## config.mk

```make
export PLATFORM = sky130hd
export DESIGN_NAME = ipv6_fragment_queue_insert
export DESIGN_NICKNAME = d
export VERILOG_FILES = /design/src/hw/rtl/ipv6fq_pkg.sv /design/src/hw/rtl/ipv6fq_front.sv /design/src/hw/rtl/ipv6fq_queue.sv /design/src/hw/rtl/ipv6fq_back.sv /design/src/hw/rtl/ipv6_fragment_queue_insert.sv
export SDC_FILE = /design/constraint.sdc
export NUM_CORES = 2
export LEC_CHECK = 0
export BUFFER_PORTS_ARGS = -buffer_cell sky130_fd_sc_hd__clkbuf_2
export CAP_MARGIN = 30
export CORE_UTILIZATION = 45
export DETAILED_ROUTE_END_ITERATION = 8
export PLACE_DENSITY = 0.67
export REMOVE_ABC_BUFFERS = 1
export SYNTH_ARGS = -nofsm -noshare
export SYNTH_HDL_FRONTEND = slang
export SYNTH_SLANG_ARGS = --single-unit
```

## constraint.sdc

```tcl
create_clock -name clk -period 13.9 [get_ports clk]
set_input_delay 3.475 -clock clk [delete_from_list [all_inputs] [get_ports clk]]
set_output_delay 3.475 -clock clk [all_outputs]
set_load 0.05 [all_outputs]
```

## src/hw/rtl/ipv6fq_pkg.sv

```systemverilog
// Shared types and constants for the IPv6 fragment queue.
`timescale 1ns / 1ps
`default_nettype none

package ipv6fq_pkg;

  // Result status codes
  typedef enum logic [3:0] {
    ST_OK             = 4'd0,
    ST_ALREADY        = 4'd1,
    ST_TOO_LARGE      = 4'd2,
    ST_FINAL_CONFLICT = 4'd3,
    ST_NOT_ROUNDED    = 4'd4,
    ST_BEYOND_FINAL   = 4'd5,
    ST_EMPTY          = 4'd6,
    ST_OVERLAP        = 4'd7,
    ST_FULL           = 4'd8
  } status_t;

  localparam logic OP_CLEAR = 1'b1;

  // Fragment offset lives in bits 15..3; the low three bits are flags.
  localparam logic [15:0] OFFSET_MASK = ~16'h0007;

  // Depth of the word queue between front and back
  localparam int QUEUE_DEPTH = 2;

  // Classified fragment word, as handed from front to back
  typedef struct packed {
    logic        clear;
    logic        more_frags;
    logic        too_large;
    logic        not_rounded;
    logic        empty;
    logic [15:0] start;
    logic [15:0] end_off;
    logic [15:0] length;
    logic [15:0] payload_length;
    logic [11:0] nh_offset;
  } frag_item_t;

  // One fragment table entry
  typedef struct packed {
    logic [15:0] start;
    logic [15:0] length;
  } frag_entry_t;

endpackage

`default_nettype wire

```

## src/hw/rtl/ipv6fq_front.sv

```systemverilog
// Front end: input handshake and stateless classification of each word.
`timescale 1ns / 1ps
`default_nettype none

module ipv6fq_front import ipv6fq_pkg::*; (
  input  logic        in_valid,
  output logic        in_stall,
  input  logic        in_opcode,
  input  logic [15:0] in_frag_word,
  input  logic [15:0] in_payload_length,
  input  logic [11:0] in_ext_header_bytes,
  input  logic [11:0] in_next_header_offset,
  input  logic        q_full,
  output logic        q_push,
  output frag_item_t  q_item
);

  logic [15:0] start;
  logic [18:0] end_s;   // two's complement, wide enough for -4095..131063

  always_comb begin
    start = in_frag_word & OFFSET_MASK;
    end_s = {3'b000, start} + {3'b000, in_payload_length}
            - {7'b0000000, in_ext_header_bytes};

    q_item.clear          = (in_opcode == OP_CLEAR);
    q_item.more_frags     = in_frag_word[0];
    q_item.too_large      = end_s[18] | (end_s[17:16] != 2'b00);
    q_item.not_rounded    = (end_s[2:0] != 3'b000);
    // only meaningful when the end is in range
    q_item.empty          = (end_s[15:0] <= start);
    q_item.start          = start;
    q_item.end_off        = end_s[15:0];
    q_item.length         = end_s[15:0] - start;
    q_item.payload_length = in_payload_length;
    q_item.nh_offset      = in_next_header_offset;
  end

  assign in_stall = q_full;
  assign q_push   = in_valid & ~q_full;

endmodule

`default_nettype wire

```

## src/hw/rtl/ipv6fq_queue.sv

```systemverilog
// Short FIFO of classified words between front and back.
`timescale 1ns / 1ps
`default_nettype none

module ipv6fq_queue import ipv6fq_pkg::*; (
  input  logic       clk,
  input  logic       rst_n,
  input  logic       push,
  input  frag_item_t push_item,
  output logic       full,
  input  logic       pop,
  output logic       nonempty,
  output frag_item_t head
);

  localparam int PW = (QUEUE_DEPTH > 1) ? $clog2(QUEUE_DEPTH) : 1;
  localparam int FW = $clog2(QUEUE_DEPTH + 1);
  localparam logic [PW-1:0] PTR_LAST = PW'(QUEUE_DEPTH - 1);
  localparam logic [FW-1:0] FILL_MAX = FW'(QUEUE_DEPTH);

  frag_item_t    slot_r [QUEUE_DEPTH];
  logic [PW-1:0] wr_ptr_r;
  logic [PW-1:0] rd_ptr_r;
  logic [FW-1:0] fill_r;
  logic          do_push;
  logic          do_pop;

  assign full     = (fill_r == FILL_MAX);
  assign nonempty = (fill_r != '0);
  assign head     = slot_r[rd_ptr_r];
  assign do_push  = push & ~full;
  assign do_pop   = pop & nonempty;

  always_ff @(posedge clk) begin
    if (do_push) begin
      slot_r[wr_ptr_r] <= push_item;
    end
  end

  always_ff @(posedge clk) begin
    if (!rst_n) begin
      wr_ptr_r <= '0;
      rd_ptr_r <= '0;
      fill_r   <= '0;
    end else begin
      if (do_push) begin
        wr_ptr_r <= (wr_ptr_r == PTR_LAST) ? '0 : wr_ptr_r + 1'b1;
      end
      if (do_pop) begin
        rd_ptr_r <= (rd_ptr_r == PTR_LAST) ? '0 : rd_ptr_r + 1'b1;
      end
      if (do_push && !do_pop) begin
        fill_r <= fill_r + 1'b1;
      end else if (do_pop && !do_push) begin
        fill_r <= fill_r - 1'b1;
      end
    end
  end

endmodule

`default_nettype wire

```

## src/hw/rtl/ipv6fq_back.sv

```systemverilog
// Back end: queue state, fragment table scan, insertion and result register.
`timescale 1ns / 1ps
`default_nettype none

module ipv6fq_back import ipv6fq_pkg::*; #(
  parameter int MAX_FRAGMENTS = 64
) (
  input  logic        clk,
  input  logic        rst_n,
  input  logic        q_nonempty,
  input  frag_item_t  q_head,
  output logic        q_pop,
  output logic        out_valid,
  input  logic        out_stall,
  output logic [3:0]  out_status,
  output logic [15:0] out_datagram_length,
  output logic [15:0] out_bytes_received,
  output logic [15:0] out_largest_payload,
  output logic        out_first_seen,
  output logic        out_final_seen,
  output logic        out_queue_dead,
  output logic [11:0] out_stored_nh_offset
);

  localparam int IW = $clog2(MAX_FRAGMENTS);
  localparam int CW = $clog2(MAX_FRAGMENTS + 1);
  localparam logic [CW-1:0] COUNT_MAX = CW'(MAX_FRAGMENTS);

  typedef enum logic [2:0] {S_IDLE, S_CLASS, S_SCAN, S_DECIDE, S_EMIT} state_t;

  frag_entry_t frag_mem [MAX_FRAGMENTS];
  frag_entry_t rd_r;

  state_t      state_r;
  frag_item_t  cur_r;
  status_t     status_r;
  logic [CW-1:0] count_r;
  logic [CW-1:0] ridx_r;
  logic        chk_r;
  logic        hit_r;
  logic [15:0] known_r;
  logic [15:0] total_r;
  logic [15:0] maxp_r;
  logic        dead_r;
  logic        first_r;
  logic        last_r;
  logic [11:0] nh_r;

  logic        out_valid_r;
  status_t     out_status_r;
  logic [15:0] out_len_r;
  logic [15:0] out_total_r;
  logic [15:0] out_maxp_r;
  logic        out_first_r;
  logic        out_last_r;
  logic        out_dead_r;
  logic [11:0] out_nh_r;

  logic issue;
  logic overlap;
  logic mem_we;
  logic out_free;

  // entry overlaps the new fragment if it starts before our end and ends after our start
  assign overlap  = (({1'b0, rd_r.start} + {1'b0, rd_r.length}) > {1'b0, cur_r.start})
                    && (rd_r.start < cur_r.end_off);
  assign issue    = (ridx_r < count_r);
  assign mem_we   = (state_r == S_DECIDE) && !hit_r && (count_r != COUNT_MAX);
  assign out_free = !out_valid_r || !out_stall;
  assign q_pop    = (state_r == S_IDLE) && q_nonempty;

  // table: one write and one registered read a cycle
  always_ff @(posedge clk) begin
    if (mem_we) begin
      frag_mem[count_r[IW-1:0]] <= '{start: cur_r.start, length: cur_r.length};
    end
    rd_r <= frag_mem[ridx_r[IW-1:0]];
  end

  always_ff @(posedge clk) begin
    if (!rst_n) begin
      state_r     <= S_IDLE;
      count_r     <= '0;
      ridx_r      <= '0;
      chk_r       <= 1'b0;
      hit_r       <= 1'b0;
      known_r     <= '0;
      total_r     <= '0;
      maxp_r      <= '0;
      dead_r      <= 1'b0;
      first_r     <= 1'b0;
      last_r      <= 1'b0;
      nh_r        <= '0;
      out_valid_r <= 1'b0;
    end else begin
      // in S_EMIT the result register is reloaded instead
      if (out_valid_r && !out_stall && (state_r != S_EMIT)) begin
        out_valid_r <= 1'b0;
      end
      unique case (state_r)
        S_IDLE: begin
          if (q_nonempty) begin
            cur_r   <= q_head;
            state_r <= S_CLASS;
          end
        end
        S_CLASS: begin
          ridx_r <= '0;
          chk_r  <= 1'b0;
          hit_r  <= 1'b0;
          priority if (cur_r.clear) begin
            count_r  <= '0;
            known_r  <= '0;
            total_r  <= '0;
            maxp_r   <= '0;
            dead_r   <= 1'b0;
            first_r  <= 1'b0;
            last_r   <= 1'b0;
            nh_r     <= '0;
            status_r <= ST_OK;
            state_r  <= S_EMIT;
          end else if (dead_r) begin
            status_r <= ST_ALREADY;
            state_r  <= S_EMIT;
          end else if (cur_r.too_large) begin
            status_r <= ST_TOO_LARGE;
            state_r  <= S_EMIT;
          end else if (!cur_r.more_frags) begin
            if ((cur_r.end_off < known_r) || (last_r && (cur_r.end_off != known_r))) begin
              status_r <= ST_FINAL_CONFLICT;
              state_r  <= S_EMIT;
            end else begin
              last_r   <= 1'b1;
              known_r  <= cur_r.end_off;
              status_r <= ST_EMPTY;
              state_r  <= cur_r.empty ? S_EMIT : S_SCAN;
            end
          end else if (cur_r.not_rounded) begin
            status_r <= ST_NOT_ROUNDED;
            state_r  <= S_EMIT;
          end else if ((cur_r.end_off > known_r) && last_r) begin
            status_r <= ST_BEYOND_FINAL;
            state_r  <= S_EMIT;
          end else begin
            if (cur_r.end_off > known_r) begin
              known_r <= cur_r.end_off;
            end
            status_r <= ST_EMPTY;
            state_r  <= cur_r.empty ? S_EMIT : S_SCAN;
          end
        end
        S_SCAN: begin
          // read issued one cycle, compared the next
          if (issue) begin
            ridx_r <= ridx_r + 1'b1;
          end
          chk_r <= issue;
          if (chk_r && overlap) begin
            hit_r <= 1'b1;
          end
          if (!issue && !chk_r) begin
            state_r <= S_DECIDE;
          end
        end
        S_DECIDE: begin
          if (hit_r) begin
            dead_r   <= 1'b1;
            status_r <= ST_OVERLAP;
          end else if (count_r == COUNT_MAX) begin
            status_r <= ST_FULL;
          end else begin
            count_r <= count_r + 1'b1;
            total_r <= total_r + cur_r.length;
            if (cur_r.payload_length > maxp_r) begin
              maxp_r <= cur_r.payload_length;
            end
            if (cur_r.start == '0) begin
              nh_r    <= cur_r.nh_offset;
              first_r <= 1'b1;
            end
            status_r <= ST_OK;
          end
          state_r <= S_EMIT;
        end
        S_EMIT: begin
          if (out_free) begin
            out_valid_r  <= 1'b1;
            out_status_r <= status_r;
            out_len_r    <= known_r;
            out_total_r  <= total_r;
            out_maxp_r   <= maxp_r;
            out_first_r  <= first_r;
            out_last_r   <= last_r;
            out_dead_r   <= dead_r;
            out_nh_r     <= nh_r;
            state_r      <= S_IDLE;
          end
        end
        default: begin
          state_r <= S_IDLE;
        end
      endcase
    end
  end

  assign out_valid            = out_valid_r;
  assign out_status           = out_status_r;
  assign out_datagram_length  = out_len_r;
  assign out_bytes_received   = out_total_r;
  assign out_largest_payload  = out_maxp_r;
  assign out_first_seen       = out_first_r;
  assign out_final_seen       = out_last_r;
  assign out_queue_dead       = out_dead_r;
  assign out_stored_nh_offset = out_nh_r;

endmodule

`default_nettype wire

```

## src/hw/rtl/ipv6_fragment_queue_insert.sv

```systemverilog
// Top level: IPv6 fragment queue bookkeeping with overlap check.
// Flow: a word settled on its lengths or a clear goes from classification straight to the
//   result register; any other word first scans all n entries held in the table.
// Throughput: the back handles one word at a time, and a table scan is set by the
//   single read port of the table, one entry a cycle; up to two words wait in the queue.
// Reset: synchronous, active low; clears counters, flags and fill counts. The table is not
//   cleared; entries at or above the fill count are never compared.
`timescale 1ns / 1ps
`default_nettype none

module ipv6_fragment_queue_insert import ipv6fq_pkg::*; #(
  parameter int MAX_FRAGMENTS = 64
) (
  input  logic        clk,
  input  logic        rst_n,
  // input words
  input  logic        in_valid,
  output logic        in_stall,
  input  logic        in_opcode,
  input  logic [15:0] in_frag_word,
  input  logic [15:0] in_payload_length,
  input  logic [11:0] in_ext_header_bytes,
  input  logic [11:0] in_next_header_offset,
  // result words
  output logic        out_valid,
  input  logic        out_stall,
  output logic [3:0]  out_status,
  output logic [15:0] out_datagram_length,
  output logic [15:0] out_bytes_received,
  output logic [15:0] out_largest_payload,
  output logic        out_first_seen,
  output logic        out_final_seen,
  output logic        out_queue_dead,
  output logic [11:0] out_stored_nh_offset
);

  // front -> queue
  logic       q_push;
  logic       q_full;
  frag_item_t q_item;
  // queue -> back
  logic       q_pop;
  logic       q_nonempty;
  frag_item_t q_head;

  // Front: works out start, end and length of the fragment, and the
  // state-free checks (range, rounding, empty), so the back only has to
  // compare against its own registers.
  ipv6fq_front u_front (
    .in_valid              (in_valid),
    .in_stall              (in_stall),
    .in_opcode             (in_opcode),
    .in_frag_word          (in_frag_word),
    .in_payload_length     (in_payload_length),
    .in_ext_header_bytes   (in_ext_header_bytes),
    .in_next_header_offset (in_next_header_offset),
    .q_full                (q_full),
    .q_push                (q_push),
    .q_item                (q_item)
  );

  // Decoupling queue: the front keeps taking words while the back scans, until the queue is full.
  ipv6fq_queue u_queue (
    .clk       (clk),
    .rst_n     (rst_n),
    .push      (q_push),
    .push_item (q_item),
    .full      (q_full),
    .pop       (q_pop),
    .nonempty  (q_nonempty),
    .head      (q_head)
  );

  // Back: final-length rules, then a scan of the table for overlap. The
  // table holds disjoint intervals, so checking every held entry gives the
  // same verdict as checking the sorted neighbours; entries are appended.
  ipv6fq_back #(
    .MAX_FRAGMENTS (MAX_FRAGMENTS)
  ) u_back (
    .clk                  (clk),
    .rst_n                (rst_n),
    .q_nonempty           (q_nonempty),
    .q_head               (q_head),
    .q_pop                (q_pop),
    .out_valid            (out_valid),
    .out_stall            (out_stall),
    .out_status           (out_status),
    .out_datagram_length  (out_datagram_length),
    .out_bytes_received   (out_bytes_received),
    .out_largest_payload  (out_largest_payload),
    .out_first_seen       (out_first_seen),
    .out_final_seen       (out_final_seen),
    .out_queue_dead       (out_queue_dead),
    .out_stored_nh_offset (out_stored_nh_offset)
  );

  // back never pops an empty queue
  a_pop_nonempty: assert property (@(posedge clk) disable iff (!rst_n)
    q_pop |-> q_nonempty)
    else $error("pop from empty word queue");

  // an overlap always kills the queue
  a_overlap_dead: assert property (@(posedge clk) disable iff (!rst_n)
    (out_valid && (out_status == ST_OVERLAP)) |-> out_queue_dead)
    else $error("overlap reported without dead queue");

  // refusal as already complete only on a dead queue
  a_already_dead: assert property (@(posedge clk) disable iff (!rst_n)
    (out_valid && (out_status == ST_ALREADY)) |-> out_queue_dead)
    else $error("already-complete status on a live queue");

  // a stalled result stays valid until it is taken
  a_out_new: assert property (@(posedge clk) disable iff (!rst_n)
    (out_valid && out_stall) |=> out_valid)
    else $error("result dropped while stalled");

endmodule

`default_nettype wire
```

== Yosys cells after proc, flatten, opt, wreduce, memory -nomap -nowiden ==
Memories as Yosys holds them, arrays and structs flattened. A register that Yosys moved wholly into a read port is not among the register bits.
Index checks and enable logic that the tools add are counted.
Widths: inputs -> output; s select.
Storage, ports and cells
  register bits: 174
  bits in writable memories: 2204
  bits of input ports: 61
  output and inout bits: 69
  logic and storage cells: 195
  memories: 2
Cells by class
  $add $sub $neg: 11
  magnitude comparators: 7
  eq/ne operators: 28
  muxes and demuxes: 75
  bitwise gates (word level): 5
  reduce and logical (&&, ||, !) cells: 41
Memories
  u_back.frag_mem: depth 64, bits a word 32, read ports 1, clocked after Yosys merged registers in 1, write ports 1, line ipv6fq_back.sv:31  | frag_entry_t frag_mem [MAX_FRAGMENTS];
  u_queue.slot_r: depth 2, bits a word 78, read ports 1, clocked after Yosys merged registers in 1, write ports 1, line ipv6fq_queue.sv:21  | frag_item_t slot_r [QUEUE_DEPTH];
Operators with widths (count)
  $mux 16: 14
  $pmux 16 s2: 2
  $mux 12: 4
  $mux 3: 12
  $add 16x16->17: 2
  $gt 16x16->1: 2
  $lt 16x16->1: 2
  $mux 4: 7
  $mux 7: 4
  $pmux 7 s2: 2
  $pmux 12 s2: 1
  $ne 2x1->1 const B: 11
  $mux 1: 20
  $sub 19x12->19: 1
  $gt 17x16->1: 1
  $add 16x16->16: 1
  $le 16x16->1: 1
  $logic_not 16->1: 1
  $ne 16x16->1: 1
  $sub 16x16->16: 1
  $pmux 3 s5: 1
  $reduce_and 5->1: 3
  $add 7x1->7 const B: 2
  $logic_and 1x1->1: 12
  other kinds (29): 59

== Depth between registers and ports, before layout ==
  depth after elaboration: 9
  mapped depth: 22
  mapped depth without buffers: 22

== Modules after synthesis ==
From an unflattened synthesis, not the netlist that was laid out.
Unflattened totals
  cell total of the unflattened synthesis: 4565
  area total of the unflattened synthesis: 97715.0 µm²
By module, submodules not included
  ipv6fq_back: times used 1, cells each 3992, area each 89469.6 µm², seq. area each 68365.6 µm²
  ipv6fq_queue: times used 1, cells each 277, area each 6108.4 µm², seq. area each 4964.8 µm²
  ipv6fq_front: times used 1, cells each 296, area each 2137.0 µm², seq. area each 0.0 µm²

== Worst setup path after synthesis ==
No wires, ideal clock.
  path kind: in2reg
  start point: input rst_n
  end point: register u_back.out_total_r[0], in the netlist u_back.out_bytes_received[0] (enable)
  setup time: 0.514 ns
  arrival: 7.434 ns
  required time: 13.386 ns
  setup slack: 5.952 ns
  cell stages on the path: 4
  path buffers: 2
  cells stage by stage: clkbuf_1 buf_1 nand3_1 a21oi_1
Between the ends
  longest elaborated chain between the ends: 1
RTL lines
  start, declared: line ipv6_fragment_queue_insert.sv:15  | input logic rst_n,
  $reduce_and 3->1 (no source line)
  end signal, assigned: line ipv6fq_back.sv:190  | out_total_r <= total_r;
  end, declared: line ipv6fq_back.sv:52  | logic [15:0] out_total_r;
Every way passes these cells.
A chain may end at the register's enable or synchronous reset.

==> impl_metrics.json <==
{
  "internal_power_w": 0.0117,
  "synth_edf_count": 2152,
  "p_sw_share_pct": 23.7,
  "power_frac_comb_pct": 9.2,
  "ys_types": 73,
  "clk-insertion-delay-late_ps": 870,
  "p_switching_w": 0.00365,
  "arrival_ps": 7980,
  "post_cts_buffers": 0,
  "path_cells": "clkbuf_2, ha_1, inv_1, fa_1, nor2b_1, o31a_1, a21oi_1, ha_1, or4_1, o21ai_1, nand2b_1, a211oi_1, nor2_1, ha_1, and4_1, nand4_1, or4_1, nand3_1, a211oi_1, nor2_1",
  "grt_max_degree": 152,
  "design.core.area_mm2": 0.197,
  "critPathMaxStageDelay_ps": 540,
  "drtIter0Drc": 4574,
  "clock_path_buffers": 3,
  "worstMarginPinSlew_ps": 1170,
  "drive_above_1_share_pct": 28.2,
  "synth_top_area_cell": "edfxtp_1",
  "cts_buffers": 216,
  "gp_congestion": 0.868,
  "start_util_pct": 45.3,
  "p_seq_share_pct": 53.5,
  "yosys_warnings": 0,
  "grt_pass1_vias": 43700,
  "powerDensity_mw_per_mm2": 152,
  "postCtsHoldBufs": 0,
  "wirelength_um": 213000,
  "clock_sinks": 2268,
  "ys.flop_type": "edfxtp_1",
  "path_clk_slew_ps": 60,
  "power_leakage_nw": 31.5,
  "dr_total_vias": 43200,
  "finalCriticalPeriod_ps": 7300,
  "path_buf_inv": 2,
  "fin_crit_sh_pct": 52.5,
  "cts_root_buffer": "clkbuf_16",
  "yosys_register_bits": 2268,
  "dieHeight_um": 447,
  "grt_first_pass_wirelength_um": 306000,
  "final_nets": 4716,
  "relSlewSlack_pct": 21.7,
  "worst-path-max-fanout": 6,
  "finClkSkew_ps": 62.1,
  "cts_resized": 0,
  "syn-instance-count": 4210,
  "track_usage_pct": 21.4,
  "grt_overflow_total": 0,
  "fmax_mhz": 137,
  "setup_tns_ps": 0,
  "synth_area_leaders": "edfxtp_1 72%, mux4_2 15%, dfxtp_1 2.6%",
  "setup_violations": 0,
  "synth.avg_cell_area_um2": 21.2,
  "finalHoldViolations": 0,
  "die_w_um": 447,
  "synth.cell_area_mm2": 0.0893,
  "fill_cells": 15200,
  "critPathKind": "in -> reg",
  "first_pass_iters": 5,
  "antenna_found_initial": 19,
  "io_pins": 130,
  "row_count": 163,
  "slowest_stage": "or4_1",
  "dpl.hpwl_um": 115000,
  "ys_async_sr_fraction_pct": 0,
  "totalPowerFinal_w": 0.0154,
  "cp.required_ps": 14580,
  "dieArea_mm2": 0.200,
  "status": "finished, final reports clean",
  "wl_per_cell_um": 29.1,
  "hold_class": "reg -> reg",
  "cts_tree": "yes",
  "drv_cap": 0,
  "final_util_pct": 51.3,
  "area_delta_synth_final_pct": 13.3,
  "crit_top_cell": "ha_1",
  "synth_top_cell_area_share_pct": 72.4,
  "ant_nets": 0,
  "ys_seq_area_share_pct": 75.0,
  "final_max_slew_viol_count": 0,
  "viasPerCell": 5.88,
  "p_clk_share_pct": 37.2,
  "drc_errors": 0,
  "start_kind": "input pin",
  "peakVddDrop_mv": 0.109,
  "io_buffers": 127,
  "path_delay_family": "simple AND/OR/NAND/NOR gates",
  "cts.htree.levels": 4,
  "synth_commonest_cells": "2152 x edfxtp_1, 609 x mux4_2, 154 x nor2_1",
  "endpoint_kind": "flip-flop",
  "yosys.cell_count.top_type": "edfxtp_1",
  "rsz0062_at_grt": "no"
}
## flip-flops by register name, summed over array words and instances, names as in the netlist, 2 cells and up
| register | cells |
|---|---|
| u_queue.fill_r | 2 |
| u_back.out_largest_payload | 16 |
| u_back.cur_r | 75 |
| u_back.total_r | 16 |
| u_back.frag_mem | 1856 |
| u_back.out_stored_nh_offset | 12 |
| u_queue.slot_r | 150 |
| u_back.out_status | 4 |
| u_back.status_r | 4 |
| u_back.nh_r | 12 |
| u_back.out_datagram_length | 16 |
| u_back.ridx_r | 7 |
| u_back.maxp_r | 16 |
| u_back.rd_r | 29 |
| u_back.out_bytes_received | 16 |
| u_back.count_r | 7 |
| u_back.known_r | 16 |
| u_back.state_r | 3 |
## final cells by class
| type | count | area, um^2 | share of cell area, % |
|---|---|---|---|
| clock buffer | 275 | 5750 | 5.68 |
| timing repair buffer | 267 | 1950 | 1.92 |
| clock inverter | 123 | 1150 | 1.14 |
| tap | 2640 | 3300 | 3.26 |
| antenna | 4 | 10.0 | 0.00989 |
| multi-input combinational | 1639 | 21600 | 21.3 |
| sequential | 2268 | 67000 | 66.2 |
| inverter | 124 | 473 | 0.467 |
## through the flow
step                instance area [um^2]  hold slack, ps  instances  worst slack, ps
global route                      101000             427       7336             6220
floorplan                          88500             400       4031            -6700
global placement                   94000             409       6925             5860
CTS                               101000             427       7328             6680
finish                            101000             422       7340             6600
detailed placement                 94100             413       6930             5840
## path summary, 6_finish.rpt
check	startpoint	endpoint	slack, ps	cells past startpoint
worst max-delay path	in_frag_word[3]	u_queue.slot_r[1][73]	6600	20
worst min-delay path	u_back.status_r[3]	u_back.out_status[3]	420	0
worst max register to register	u_back.ridx_r[0]	u_back.rd_r[10]	9160	7
worst min register to register	u_back.status_r[3]	u_back.out_status[3]	420	0
## metal layers
layer  vias up  track usage (%)  wire length [um]
met5         -                0                20
met3       295             3.78             16500
met1     23100             29.7             86200
met2      1719             34.9            105000
met4         2             6.19              5830
li1      18100                -                 -
## power groups by stage
stage / logic, W / clock network [W] / registers [W]
after global placement: 0.00132 / 0 / 0.00837
after CTS: 0.00140 / 0.00580 / 0.00823
after global routing: 0.00153 / 0.00606 / 0.00824
final: 0.00142 / 0.00572 / 0.00823
after floorplan: 0.000566 / 0 / 0.00863
after detailed placement: 0.00139 / 0 / 0.00838
## cells by family after synthesis
| logic type | count (synthesis) | synth area share [%] |
|---|---|---|
| xor gates and xnor gates | 57 | 0.559 |
| buffers and inverters | 303 | 1.41 |
| muxes | 722 | 16.7 |
| AOI/OAI and AO/OA | 260 | 1.87 |
| adders and majority gates | 139 | 1.99 |
| and+or+nand+nor | 461 | 2.45 |
| DFF | 2268 | 75.0 |
## layout by cell type (no fill, tap or decap), types with 66 or more instances in the layout
cell / instances
buf_4: 123
clkbuf_16: 221
nor2_4: 66
a21oi_1: 76
inv_1: 118
clkbuf_2: 127
ha_1: 134
edfxtp_1: 2152
nor2_1: 88
mux2_2: 76
nand2_1: 112
mux4_2: 609
dfxtp_1: 111
Power figures use the tool's default switching activity.
